[src/rtl/gmim_pkg.sv]
// Package: widths, constants, control struct and helpers of the ground-motion block.
`timescale 1ns / 1ps
package gmim_pkg;

	localparam int SAMPLE_BITS = 24;
	localparam int DT_W        = 16;
	localparam int VEL_W       = 56;
	localparam int PEAK_V_W    = 55;
	localparam int PEAK_A_W    = 24;
	localparam int ARIAS_W     = 56;
	localparam int SQ_SUM_W    = 64;
	localparam int GAIN_W      = 30;
	localparam int ARIAS_SHIFT = 32;
	localparam int SQ_SHIFT    = 17;

	localparam logic [DT_W-1:0]     DT_RESET   = 16'd655;
	localparam logic [GAIN_W-1:0]   ARIAS_GAIN = 30'd688420291;
	localparam logic [PEAK_A_W-1:0] PEAK_A_MAX = '1;
	localparam logic [VEL_W-1:0]    VEL_MIN    = {1'b1, {(VEL_W-1){1'b0}}};
	localparam logic [VEL_W-1:0]    VEL_MAX    = {1'b0, {(VEL_W-1){1'b1}}};

	// Velocity path: sample pair sum, product with dt, halved increment.
	localparam int MAG_W   = SAMPLE_BITS;
	localparam int SUM_W   = SAMPLE_BITS + 1;
	localparam int VPROD_W = SUM_W + DT_W;
	localparam int DV_W    = VPROD_W - 1;

	// Energy path: squares, their pair sum, scaled increment, gain product.
	localparam int SQ_W        = 2 * SAMPLE_BITS;
	localparam int TERM_W      = SQ_W + 1;
	localparam int INC_W       = TERM_W + DT_W - SQ_SHIFT;
	localparam int ACC_W       = (TERM_W > SQ_SUM_W) ? TERM_W : SQ_SUM_W;
	localparam int ARIAS_RAW_W = SQ_SUM_W + GAIN_W - ARIAS_SHIFT;

	// Multiplier shift register holds the longest operand that is shifted out.
	localparam int X_W = (SAMPLE_BITS > GAIN_W)
		? ((SAMPLE_BITS > DT_W) ? SAMPLE_BITS : DT_W)
		: ((GAIN_W > DT_W) ? GAIN_W : DT_W);
	localparam int CNT_W  = $clog2(X_W + 1);
	localparam int CLIP_W = (SAMPLE_BITS > PEAK_A_W) ? SAMPLE_BITS : PEAK_A_W;

	typedef struct packed {
		logic load;        // request accepted: latch operands
		logic clear;       // request starts a new record
		logic integrate;   // this request adds area
		logic eng_step;    // one shift-add step of the energy engine
		logic vel_step;    // one shift-add step of the velocity engine
		logic square_end;  // sample square is complete
		logic scale_end;   // dt products are complete
		logic gain_end;    // Arias gain product is complete
	} gmim_ctrl_t;

	function automatic logic [PEAK_A_W-1:0] clip_accel(input logic [MAG_W-1:0] m);
		logic [CLIP_W-1:0] w;
		w = CLIP_W'(m);
		if (w > CLIP_W'(PEAK_A_MAX))
			return PEAK_A_MAX;
		return PEAK_A_W'(w);
	endfunction

endpackage

[src/rtl/gmim_if.sv]
// Stream interfaces: acceleration samples in, intensity measures out.
`timescale 1ns / 1ps
interface gmim_sample_if import gmim_pkg::*; ();
	logic                          valid;
	logic                          ready;
	logic signed [SAMPLE_BITS-1:0] accel;
	logic                          start_req;

	modport source (output valid, output accel, output start_req, input ready);
	modport sink   (input valid, input accel, input start_req, output ready);
endinterface

interface gmim_result_if import gmim_pkg::*; ();
	logic                    valid;
	logic                    ready;
	logic signed [VEL_W-1:0] velocity;
	logic [PEAK_V_W-1:0]     peak_velocity;
	logic [PEAK_A_W-1:0]     peak_accel;
	logic [ARIAS_W-1:0]      arias;

	modport source (output valid, output velocity, output peak_velocity,
		output peak_accel, output arias, input ready);
	modport sink   (input valid, input velocity, input peak_velocity,
		input peak_accel, input arias, output ready);
endinterface

[src/rtl/gmim_vel_unit.sv]
// Velocity unit: bit-serial trapezoid product, saturating integrator, peak tracker.
`timescale 1ns / 1ps
module gmim_vel_unit import gmim_pkg::*; (
	input  logic                          clk,
	input  logic                          arst_n,
	input  gmim_ctrl_t                    ctrl,
	input  logic signed [SAMPLE_BITS-1:0] accel,
	input  logic [DT_W-1:0]               dt,
	output logic signed [VEL_W-1:0]       velocity,
	output logic [PEAK_V_W-1:0]           peak_velocity
);

	logic signed [SAMPLE_BITS-1:0] prev_a_q;
	logic [SUM_W-1:0]              mcand_q;
	logic [SUM_W-1:0]              acc_q;
	logic [DT_W-1:0]               x_q;
	logic [SUM_W:0]                step_sum;
	logic [VPROD_W-1:0]            prod;
	logic [DV_W-1:0]               dv;
	logic [VEL_W:0]                v_sum;
	logic [VEL_W-1:0]              v_next;
	logic [VEL_W-1:0]              v_q;
	logic [VEL_W-1:0]              v_mag;
	logic [PEAK_V_W-1:0]           v_clip;
	logic [PEAK_V_W-1:0]           peak_q;

	always_comb begin
		// signed multiplicand, unsigned dt: sign-extend before each add
		step_sum = {acc_q[SUM_W-1], acc_q}
			+ (x_q[0] ? {mcand_q[SUM_W-1], mcand_q} : '0);
		prod = {acc_q, x_q};
		dv = prod[VPROD_W-1:1];
		v_sum = {v_q[VEL_W-1], v_q} + {{(VEL_W+1-DV_W){dv[DV_W-1]}}, dv};
		if (v_sum[VEL_W] != v_sum[VEL_W-1])
			v_next = v_sum[VEL_W] ? VEL_MIN : VEL_MAX;
		else
			v_next = v_sum[VEL_W-1:0];
		v_mag = v_q[VEL_W-1] ? (~v_q + VEL_W'(1)) : v_q;
		v_clip = v_mag[VEL_W-1] ? '1 : v_mag[PEAK_V_W-1:0];
	end

	always_ff @(posedge clk or negedge arst_n) begin
		if (!arst_n) begin
			v_q    <= '0;
			peak_q <= '0;
		end else if (ctrl.clear) begin
			v_q    <= '0;
			peak_q <= '0;
		end else begin
			if (ctrl.scale_end && ctrl.integrate)
				v_q <= v_next;
			if (ctrl.gain_end && (v_clip > peak_q))
				peak_q <= v_clip;
		end
	end

	always_ff @(posedge clk) begin
		if (ctrl.load) begin
			prev_a_q <= accel;
			mcand_q  <= {prev_a_q[SAMPLE_BITS-1], prev_a_q} + {accel[SAMPLE_BITS-1], accel};
			acc_q    <= '0;
			x_q      <= dt;
		end else if (ctrl.vel_step) begin
			acc_q <= step_sum[SUM_W:1];
			x_q   <= {step_sum[0], x_q[DT_W-1:1]};
		end
	end

	assign velocity      = v_q;
	assign peak_velocity = peak_q;

endmodule

[src/rtl/gmim_arias_unit.sv]
// Energy unit: one shared shift-add engine for square, dt scaling and Arias gain.
`timescale 1ns / 1ps
module gmim_arias_unit import gmim_pkg::*; (
	input  logic               clk,
	input  logic               arst_n,
	input  gmim_ctrl_t         ctrl,
	input  logic [MAG_W-1:0]   mag,
	input  logic [DT_W-1:0]    dt,
	output logic [ARIAS_W-1:0] arias
);

	logic [ACC_W-1:0]              mcand_q;
	logic [ACC_W-1:0]              acc_q;
	logic [X_W-1:0]                x_q;
	logic [SQ_W-1:0]               prev_sq_q;
	logic [SQ_SUM_W-1:0]           sq_sum_q;
	logic [ARIAS_W-1:0]            arias_q;
	logic [ACC_W:0]                step_sum;
	logic [SQ_W-1:0]               a_sq;
	logic [TERM_W-1:0]             term;
	logic [TERM_W+DT_W-1:0]        scale_prod;
	logic [INC_W-1:0]              inc;
	logic [SQ_SUM_W:0]             sq_add;
	logic [SQ_SUM_W-1:0]           sq_next;
	logic [SQ_SUM_W-1:0]           sq_upd;
	logic [SQ_SUM_W+GAIN_W-1:0]    gain_prod;
	logic [ARIAS_RAW_W-1:0]        arias_raw;
	logic [ARIAS_W-1:0]            arias_next;

	always_comb begin
		step_sum = {1'b0, acc_q} + (x_q[0] ? {1'b0, mcand_q} : '0);
		// low product bits land at the top of the multiplier register
		a_sq = {acc_q[MAG_W-1:0], x_q[X_W-1 -: MAG_W]};
		term = {1'b0, prev_sq_q} + {1'b0, a_sq};
		scale_prod = {acc_q[TERM_W-1:0], x_q[X_W-1 -: DT_W]};
		inc = scale_prod[TERM_W+DT_W-1:SQ_SHIFT];
		sq_add = {1'b0, sq_sum_q} + (SQ_SUM_W+1)'(inc);
		sq_next = sq_add[SQ_SUM_W] ? '1 : sq_add[SQ_SUM_W-1:0];
		sq_upd = ctrl.integrate ? sq_next : sq_sum_q;
		gain_prod = {acc_q[SQ_SUM_W-1:0], x_q[X_W-1 -: GAIN_W]};
		arias_raw = gain_prod[SQ_SUM_W+GAIN_W-1:ARIAS_SHIFT];
		arias_next = (|arias_raw[ARIAS_RAW_W-1:ARIAS_W]) ? '1 : arias_raw[ARIAS_W-1:0];
	end

	always_ff @(posedge clk or negedge arst_n) begin
		if (!arst_n)
			sq_sum_q <= '0;
		else if (ctrl.clear)
			sq_sum_q <= '0;
		else if (ctrl.scale_end)
			sq_sum_q <= sq_upd;
	end

	always_ff @(posedge clk) begin
		if (ctrl.load) begin
			mcand_q <= ACC_W'(mag);
			acc_q   <= '0;
			x_q     <= X_W'(mag);
		end else if (ctrl.square_end) begin
			prev_sq_q <= a_sq;
			mcand_q   <= ACC_W'(term);
			acc_q     <= '0;
			x_q       <= X_W'(dt);
		end else if (ctrl.scale_end) begin
			mcand_q <= ACC_W'(sq_upd);
			acc_q   <= '0;
			x_q     <= X_W'(ARIAS_GAIN);
		end else if (ctrl.gain_end) begin
			arias_q <= arias_next;
		end else if (ctrl.eng_step) begin
			acc_q <= step_sum[ACC_W:1];
			x_q   <= {step_sum[0], x_q[X_W-1:1]};
		end
	end

	assign arias = arias_q;

endmodule

[src/rtl/ground_motion_intensity_measures_core.sv]
// Top level of the ground-motion intensity block: sequencer, peak acceleration, result register.
// Takes one acceleration request at a time (Q8.16 m/s^2, start_req begins a new record)
// and returns one result per request: trapezoidal velocity, peak |velocity|, peak
// |acceleration| and Arias intensity, all running values of the current record. The
// sample interval dt is set through cfg_we/cfg_wdata in units of 2^-16 s (655 after
// reset); write it only while no request is in flight. After acceptance a request passes
// through the accept cycle, the squaring of the sample, the scaling by dt, the Arias
// gain and the hand-over of the result to the output register, which waits until that
// register is free or being drained; then the block is ready again. The shift-add
// engine of the energy unit, one bit per cycle, runs these three products back to back;
// the velocity product runs beside it during the dt phase. A finished
// result waits in the output register, and the next request is taken while it waits.
// No clearing pass is needed after reset.
`timescale 1ns / 1ps
module ground_motion_intensity_measures_core import gmim_pkg::*; (
	input  logic              clk,
	input  logic              arst_n,
	input  logic              cfg_we,
	input  logic [DT_W-1:0]   cfg_wdata,
	gmim_sample_if.sink       samples,
	gmim_result_if.source     measures
);

	typedef enum logic [2:0] {
		ST_IDLE,
		ST_SQUARE,
		ST_SCALE,
		ST_GAIN,
		ST_HOLD
	} state_t;

	state_t                  state_q;
	logic [CNT_W-1:0]        cnt_q;
	logic                    integ_q;
	logic                    have_prev_q;
	logic [PEAK_A_W-1:0]     peak_a_q;
	logic [DT_W-1:0]         dt_q;
	logic                    out_valid_q;
	logic [VEL_W-1:0]        out_vel_q;
	logic [PEAK_V_W-1:0]     out_pv_q;
	logic [PEAK_A_W-1:0]     out_pa_q;
	logic [ARIAS_W-1:0]      out_arias_q;

	logic                    in_fire;
	logic                    out_load;
	logic                    running;
	logic [MAG_W-1:0]        a_mag;
	logic [PEAK_A_W-1:0]     a_clip;
	logic [PEAK_A_W-1:0]     peak_base;
	gmim_ctrl_t              ctrl;
	logic signed [VEL_W-1:0] vel;
	logic [PEAK_V_W-1:0]     peak_vel;
	logic [ARIAS_W-1:0]      arias;

	assign samples.ready = (state_q == ST_IDLE);
	assign in_fire  = samples.valid && samples.ready;
	// hand over only when the output register is free or being drained
	assign out_load = (state_q == ST_HOLD) && (!out_valid_q || measures.ready);
	assign running  = (state_q == ST_SQUARE) || (state_q == ST_SCALE) || (state_q == ST_GAIN);

	always_comb begin
		// magnitude of the most negative sample still fits MAG_W unsigned bits
		a_mag = samples.accel[SAMPLE_BITS-1] ? MAG_W'(-samples.accel) : MAG_W'(samples.accel);
		a_clip = clip_accel(a_mag);
		peak_base = samples.start_req ? '0 : peak_a_q;

		ctrl.load       = in_fire;
		ctrl.clear      = in_fire && samples.start_req;
		ctrl.integrate  = integ_q;
		ctrl.eng_step   = running && (cnt_q != '0);
		ctrl.vel_step   = (state_q == ST_SCALE) && (cnt_q != '0);
		ctrl.square_end = (state_q == ST_SQUARE) && (cnt_q == '0);
		ctrl.scale_end  = (state_q == ST_SCALE) && (cnt_q == '0);
		ctrl.gain_end   = (state_q == ST_GAIN) && (cnt_q == '0);
	end

	// Configuration register: dt
	always_ff @(posedge clk or negedge arst_n) begin
		if (!arst_n)
			dt_q <= DT_RESET;
		else if (cfg_we)
			dt_q <= cfg_wdata;
	end

	// Sequencer, record flags, peak acceleration and output register
	always_ff @(posedge clk or negedge arst_n) begin
		if (!arst_n) begin
			state_q     <= ST_IDLE;
			cnt_q       <= '0;
			integ_q     <= 1'b0;
			have_prev_q <= 1'b0;
			peak_a_q    <= '0;
			out_valid_q <= 1'b0;
			out_vel_q   <= '0;
			out_pv_q    <= '0;
			out_pa_q    <= '0;
			out_arias_q <= '0;
		end else begin
			case (state_q)
				ST_IDLE: begin
					if (in_fire) begin
						// the first sample of a record adds no area
						integ_q     <= have_prev_q && !samples.start_req;
						have_prev_q <= 1'b1;
						peak_a_q    <= (a_clip > peak_base) ? a_clip : peak_base;
						cnt_q       <= CNT_W'(SAMPLE_BITS);
						state_q     <= ST_SQUARE;
					end
				end
				ST_SQUARE: begin
					if (cnt_q != '0) begin
						cnt_q <= cnt_q - CNT_W'(1);
					end else begin
						cnt_q   <= CNT_W'(DT_W);
						state_q <= ST_SCALE;
					end
				end
				ST_SCALE: begin
					if (cnt_q != '0) begin
						cnt_q <= cnt_q - CNT_W'(1);
					end else begin
						cnt_q   <= CNT_W'(GAIN_W);
						state_q <= ST_GAIN;
					end
				end
				ST_GAIN: begin
					if (cnt_q != '0)
						cnt_q <= cnt_q - CNT_W'(1);
					else
						state_q <= ST_HOLD;
				end
				ST_HOLD: begin
					if (out_load)
						state_q <= ST_IDLE;
				end
				default: begin
					state_q <= ST_IDLE;
				end
			endcase

			if (out_load) begin
				out_valid_q <= 1'b1;
				out_vel_q   <= vel;
				out_pv_q    <= peak_vel;
				out_pa_q    <= peak_a_q;
				out_arias_q <= arias;
			end else if (measures.ready) begin
				out_valid_q <= 1'b0;
			end
		end
	end

	gmim_vel_unit u_vel (
		.clk           (clk),
		.arst_n        (arst_n),
		.ctrl          (ctrl),
		.accel         (samples.accel),
		.dt            (dt_q),
		.velocity      (vel),
		.peak_velocity (peak_vel)
	);

	gmim_arias_unit u_arias (
		.clk    (clk),
		.arst_n (arst_n),
		.ctrl   (ctrl),
		.mag    (a_mag),
		.dt     (dt_q),
		.arias  (arias)
	);

	assign measures.valid         = out_valid_q;
	assign measures.velocity      = out_vel_q;
	assign measures.peak_velocity = out_pv_q;
	assign measures.peak_accel    = out_pa_q;
	assign measures.arias         = out_arias_q;

endmodule

[src/flat_wrapper.sv]
// flat-port wrapper written by rule: the top's interface ports become plain ports
module ground_motion_intensity_measures_core_flat import gmim_pkg::*;
  (clk, arst_n, cfg_we, cfg_wdata, samples_valid, samples_accel, samples_start_req, samples_ready, measures_valid, measures_velocity, measures_peak_velocity, measures_peak_accel, measures_arias, measures_ready);
  gmim_sample_if samples_i ();
  gmim_result_if measures_i ();
  input  logic clk;
  input  logic arst_n;
  input  logic cfg_we;
  input  logic [DT_W-1:0] cfg_wdata;
  input wire logic [$bits(samples_i.valid)-1:0] samples_valid;
  input wire logic [$bits(samples_i.accel)-1:0] samples_accel;
  input wire logic [$bits(samples_i.start_req)-1:0] samples_start_req;
  output wire logic [$bits(samples_i.ready)-1:0] samples_ready;
  output wire logic [$bits(measures_i.valid)-1:0] measures_valid;
  output wire logic [$bits(measures_i.velocity)-1:0] measures_velocity;
  output wire logic [$bits(measures_i.peak_velocity)-1:0] measures_peak_velocity;
  output wire logic [$bits(measures_i.peak_accel)-1:0] measures_peak_accel;
  output wire logic [$bits(measures_i.arias)-1:0] measures_arias;
  input wire logic [$bits(measures_i.ready)-1:0] measures_ready;
  assign samples_i.valid = samples_valid;
  assign samples_i.accel = samples_accel;
  assign samples_i.start_req = samples_start_req;
  assign samples_ready = samples_i.ready;
  assign measures_valid = measures_i.valid;
  assign measures_velocity = measures_i.velocity;
  assign measures_peak_velocity = measures_i.peak_velocity;
  assign measures_peak_accel = measures_i.peak_accel;
  assign measures_arias = measures_i.arias;
  assign measures_i.ready = measures_ready;
  ground_motion_intensity_measures_core u_core (.clk(clk), .arst_n(arst_n), .cfg_we(cfg_we), .cfg_wdata(cfg_wdata), .samples(samples_i), .measures(measures_i));
endmodule
[config.mk]
export PLATFORM = sky130hd
export DESIGN_NAME = ground_motion_intensity_measures_core_flat
export DESIGN_NICKNAME = d
export VERILOG_FILES = /design/src/rtl/gmim_pkg.sv /design/src/rtl/gmim_if.sv /design/src/rtl/gmim_vel_unit.sv /design/src/rtl/gmim_arias_unit.sv /design/src/rtl/ground_motion_intensity_measures_core.sv /design/src/flat_wrapper.sv
export SDC_FILE = /design/constraint.sdc
export NUM_CORES = 2
export LEC_CHECK = 0
export BUFFER_PORTS_ARGS = -buffer_cell sky130_fd_sc_hd__buf_2
export CORE_MARGIN = 4
export CORE_UTILIZATION = 45
export DETAILED_ROUTE_END_ITERATION = 16
export MAX_ROUTING_LAYER = met4
export PLACE_DENSITY = 0.7
export SLEW_MARGIN = 20
export SYNTH_ARGS = -nofsm -noshare
export SYNTH_HDL_FRONTEND = slang
export SYNTH_SLANG_ARGS = --single-unit
[constraint.sdc]
create_clock -name clk -period 16 [get_ports clk]
set_input_delay 3.2 -clock clk [delete_from_list [all_inputs] [get_ports clk]]
set_output_delay 3.2 -clock clk [all_outputs]
set_load 0.005 [all_outputs]
==> Flow_metrics.wiki <==
{| class="wikitable"
! Metric !! Value
|-
| Worst slew margin relative to its limit || 26.2%
|-
| Source-to-sink clock delay at the later pin of the worst-skew pair || 700 ps
|-
| Critical Path Most Common Cell || or4_1
|-
| Number of synthesized flops with an enable pin || 217
|-
| Total leakage power || 0.0241 uW
|-
| CP Capture Type || flop
|-
| Core region area || 0.104 mm2
|-
| CP delay by family, top || simple AND/OR/NAND/NOR gates
|-
| Fraction of final layout cells sized beyond drive strength 1 || 14.3%
|-
| I/O pins || 239
|-
| Std cell rows || 118
|-
| Logic pwr share || 45.9%
|-
| Stage delay of the slowest cell on the critical path || 860 ps
|-
| Inserted Clock Buffers || 88
|-
| Total number of vias || 38,900
|-
| Placed cell count || 6,415
|-
| Net count after synthesis || 5,391
|-
| Buffers inserted during post-CTS setup optimization || 0
|-
| Synth Cell Area || 0.0473 mm2
|-
| Worst Path Class, Setup || in -> reg
|-
| Chip Width || 332 um
|-
| Vias in the first global route || 37,300
|-
| Final instance area || 0.0527 mm2
|-
| Worst EP required || 16,600 ps
|-
| Slew of the pin with the lowest slew margin || 1100 ps
|-
| Switching share of power || 41.9%
|-
| Clock tree from TritonCTS || done
|-
| Synthesized instance count || 4,992
|-
| Depth of the critical timing path with buffers and inverters included || 16
|-
| Setup repair after global routing missed its margin || false
|-
| Die H || 332 um
|-
| Final Max Tran Viols || 0
|-
| YS warnings || 0
|-
| Final Cycle Share || 44.7%
|-
| Post-Place Cell Area || 0.0497 mm2
|-
| Layout overhead on the synthesized area || 11.5%
|-
| Number of register bits inferred by synthesis || 769
|-
| Synth cell types || 107
|-
| Sum of overflow across all layers after global routing || 0
|-
| Final setup vio count || 0
|-
| Number of violations reported at the end of detailed-routing iteration 0 || 3,274
|-
| Number of antenna violations at the first check in global routing || 4
|-
| Top_reg_cell synth || dfrtp_1
|-
| Fraction of power consumed by sequential logic || 32.3%
|-
| H-tree depth reported by CTS || 3
|-
| Pin count of the biggest net entering global routing || 114
|-
| Final GP Congestion || 0.937
|-
| Clock Tree Root || clkbuf_16
|-
| Final WL || 143 mm
|-
| Worst Path Arrival || 7750 ps
|-
| Power per cell area || 186 mW/mm2
|-
| Fillers || 9,697
|-
| DIE AREA || 0.110 mm2
|-
| First-pass GRT wire length || 220 mm
|-
| Max Cap Viol || 0
|-
| Cts-stage hold buffer count || 0
|-
| Switching power of the nets || 4110 uW
|-
| Critical Path Start Type || input port
|-
| Highest net fanout along the worst path || 24
|-
| Largest vdd supply drop || 0.0952 mV
|-
| Hold depth || 1
|-
| Critical path buffers and inverters || 2
|-
| Register clock-pin slew on the reported worst setup and hold paths || 60 ps
|-
| Global routing usage summed across all routing layers || 25.8%
|-
| Number of hold violations in the final report || 0
|-
| Post-detailed-route via-to-cell ratio || 5.91
|-
| HPWL Detailed || 104 mm
|-
| Clock Power Share || 21.8%
|-
| Max Fclk || 0.140 GHz
|-
| Mapped Avg Cell Area || 9.47 um2
|-
| Initial cell density of the core || 45.5%
|-
| Slowest cell on the critical path || and3_1
|-
| Final setup skew || 42.8 ps
|-
| Crit path cell chain || buf_2, nor4_2, nand3_1, or4_1, or4_1, o31ai_1, xor2_1, inv_1, ha_1, o21ai_0, nand2b_1, a21oi_1, nor2b_1, o211ai_1, and3_1, a2bb2o_1
|-
| Count of instances resized after the clock tree is built || 0
|-
| Number of cells in the finished layout apart from fillers || 6,583
|-
| Total Negative Setup Slacks || 0 ps
|-
| Clock sink count || 769
|-
| Number of cells on the worst reg-to-reg path || 23
|-
| Number of remaining DRC errors || 0
|-
| Status || complete, no violations
|-
| Number of nets with antenna violations after detailed routing || 0
|-
| Shortest period the worst path allows || 7150 ps
|-
| Number of buffers between clock root and the deepest sink || 3
|-
| Per-cell routed wire length || 21.8 um
|-
| Cell-internal power || 5680 uW
|-
| Portion of the post-synthesis area used by sequential elements || 41.6%
|-
| Class of the most critical hold timing path || reg -> reg
|-
| Total Nets Final || 5,524
|-
| Post-synth ARST share || 54.2%
|-
| Buffers added on ports || 238
|-
| Count of TritonRoute iterations in the first routing pass || 6
|}
[kinds of logic after synthesis]
logic type | share of synthesized area, %
AO/OA/AOI/OAI | 19.1
XOR/XNOR | 5.73
adder cells (fa/ha/maj) | 9.44
buffers and inverters | 3.30
flip-flops | 41.6
multiplexers | 5.23
AND/OR/NAND/NOR | 15.6
[flip-flops by register name (all words and copies together) (netlist names), 30 cells and up]
signal and count:
u_core.u_vel.peak_velocity 55, u_core.u_arias.sq_sum_q 64, u_core.u_arias.arias 56, u_core.u_arias.acc_q 64, u_core.measures.peak_velocity 55, u_core.measures.velocity 56, u_core.measures.arias 56, u_core.u_arias.prev_sq_q 48
u_core.u_arias.x_q 30, u_core.u_arias.mcand_q 64, u_core.u_vel.velocity 56
[final cells by class]
type                    count  area [um2]  area share [%]
diodes                      2        5.00         0.00950
clock buffers             114        2390            4.54
clock inverters            52         639            1.21
inverters                 154         579            1.10
multi-input cells        3829       26200            49.6
flip-flops and latches    769       19700            37.3
well taps                1380        1730            3.28
repair buffers            283        1540            2.92
[path summary, 6_finish.rpt]
check | startpoint | to | slack [ps]
worst min register to register | u_core.u_arias.arias[45] | u_core.measures.arias[45] | 450
max in group asynchronous | arst_n | u_core.measures.arias[11] | 10910
worst min-delay path | u_core.u_arias.arias[45] | u_core.measures.arias[45] | 450
min in group asynchronous | arst_n | u_core.measures.peak_velocity[37] | 2560
worst max register to register | u_core.u_vel.velocity[19] | u_core.u_vel.peak_velocity[31] | 9800
worst max-delay path | samples_accel[5] | u_core.peak_a_q[0] | 8850
[cells in the mapped netlist (14+ instances only)]
library cell / count / area [um2]
ha_1: 347 / 4340
mux2_1: 27 / 304
o22ai_1: 17 / 106
o31ai_1: 37 / 278
nand2b_1: 65 / 407
mux2_2: 178 / 2000
clkbuf_1: 186 / 698
o41ai_1: 14 / 123
or3_1: 14 / 87.6
o211ai_1: 33 / 248
a221oi_1: 15 / 131
mux2i_1: 15 / 150
dfrtp_1: 411 / 10300
and2_1: 111 / 694
buf_2: 28 / 140
nand2_1: 567 / 2130
dfxtp_1: 135 / 2700
o21a_1: 46 / 345
a21oi_1: 347 / 1740
and3_1: 34 / 213
edfxtp_1: 217 / 6520
or2_2: 67 / 419
o21bai_1: 32 / 240
nor2b_1: 42 / 263
a211oi_1: 35 / 263
a22o_1: 38 / 333
nand4_1: 65 / 407
xor2_1: 158 / 1380
a31oi_1: 43 / 269
o21ai_0: 356 / 1780
o21ai_1: 55 / 275
a221o_1: 28 / 280
a21o_1: 181 / 1360
o221ai_1: 21 / 184
nand3_1: 102 / 510
xnor2_1: 151 / 1320
nor3_1: 102 / 510
inv_1: 152 / 571
buf_1: 18 / 67.6
nor2_1: 291 / 1090
[layer usage]
layer | global-route usage [%] | wire length [um] | vias up
li1 | - | - | 18300
met1 | 33.3 | 60600 | 19000
met2 | 41.8 | 68100 | 1294
met3 | 3.66 | 9520 | 254
met4 | 9.09 | 5210 | 0
met5 | - | 0 | -
[cell usage in the layout, fill, tap and decap left out, types with 135 or more instances in the layout]
cell / n
edfxtp_1: 217
dfrtp_1: 409
xor2_1: 158
a21o_1: 181
ha_1: 347
inv_1: 148
nor2_1: 285
a21oi_1: 347
dfxtp_1: 135
buf_2: 237
mux2_2: 178
nand2_1: 565
o21ai_0: 356
xnor2_1: 151
[power groups by stage]
stage,combinational (uW),sequential (uW),clock [uW]
finish,4490,3170,2140
global route,5000,3210,2260
CTS,4460,3150,2170
detailed placement,4420,3180,0
global placement,4370,3180,0
floorplan,3370,2920,0
[metrics by stage]
step,util (%),hold WS (ps),setup slack (ps),total power (uW)
2_1_floorplan,-,424,9050,6290
3_3_place_gp,47.8,438,8170,7540
3_5_place_dp,47.8,443,8230,7610
4_1_cts,50.7,456,8910,9790
5_1_grt,50.7,480,8400,10500
6_report,50.7,453,8850,9790
(Power assumes the default switching activity.)
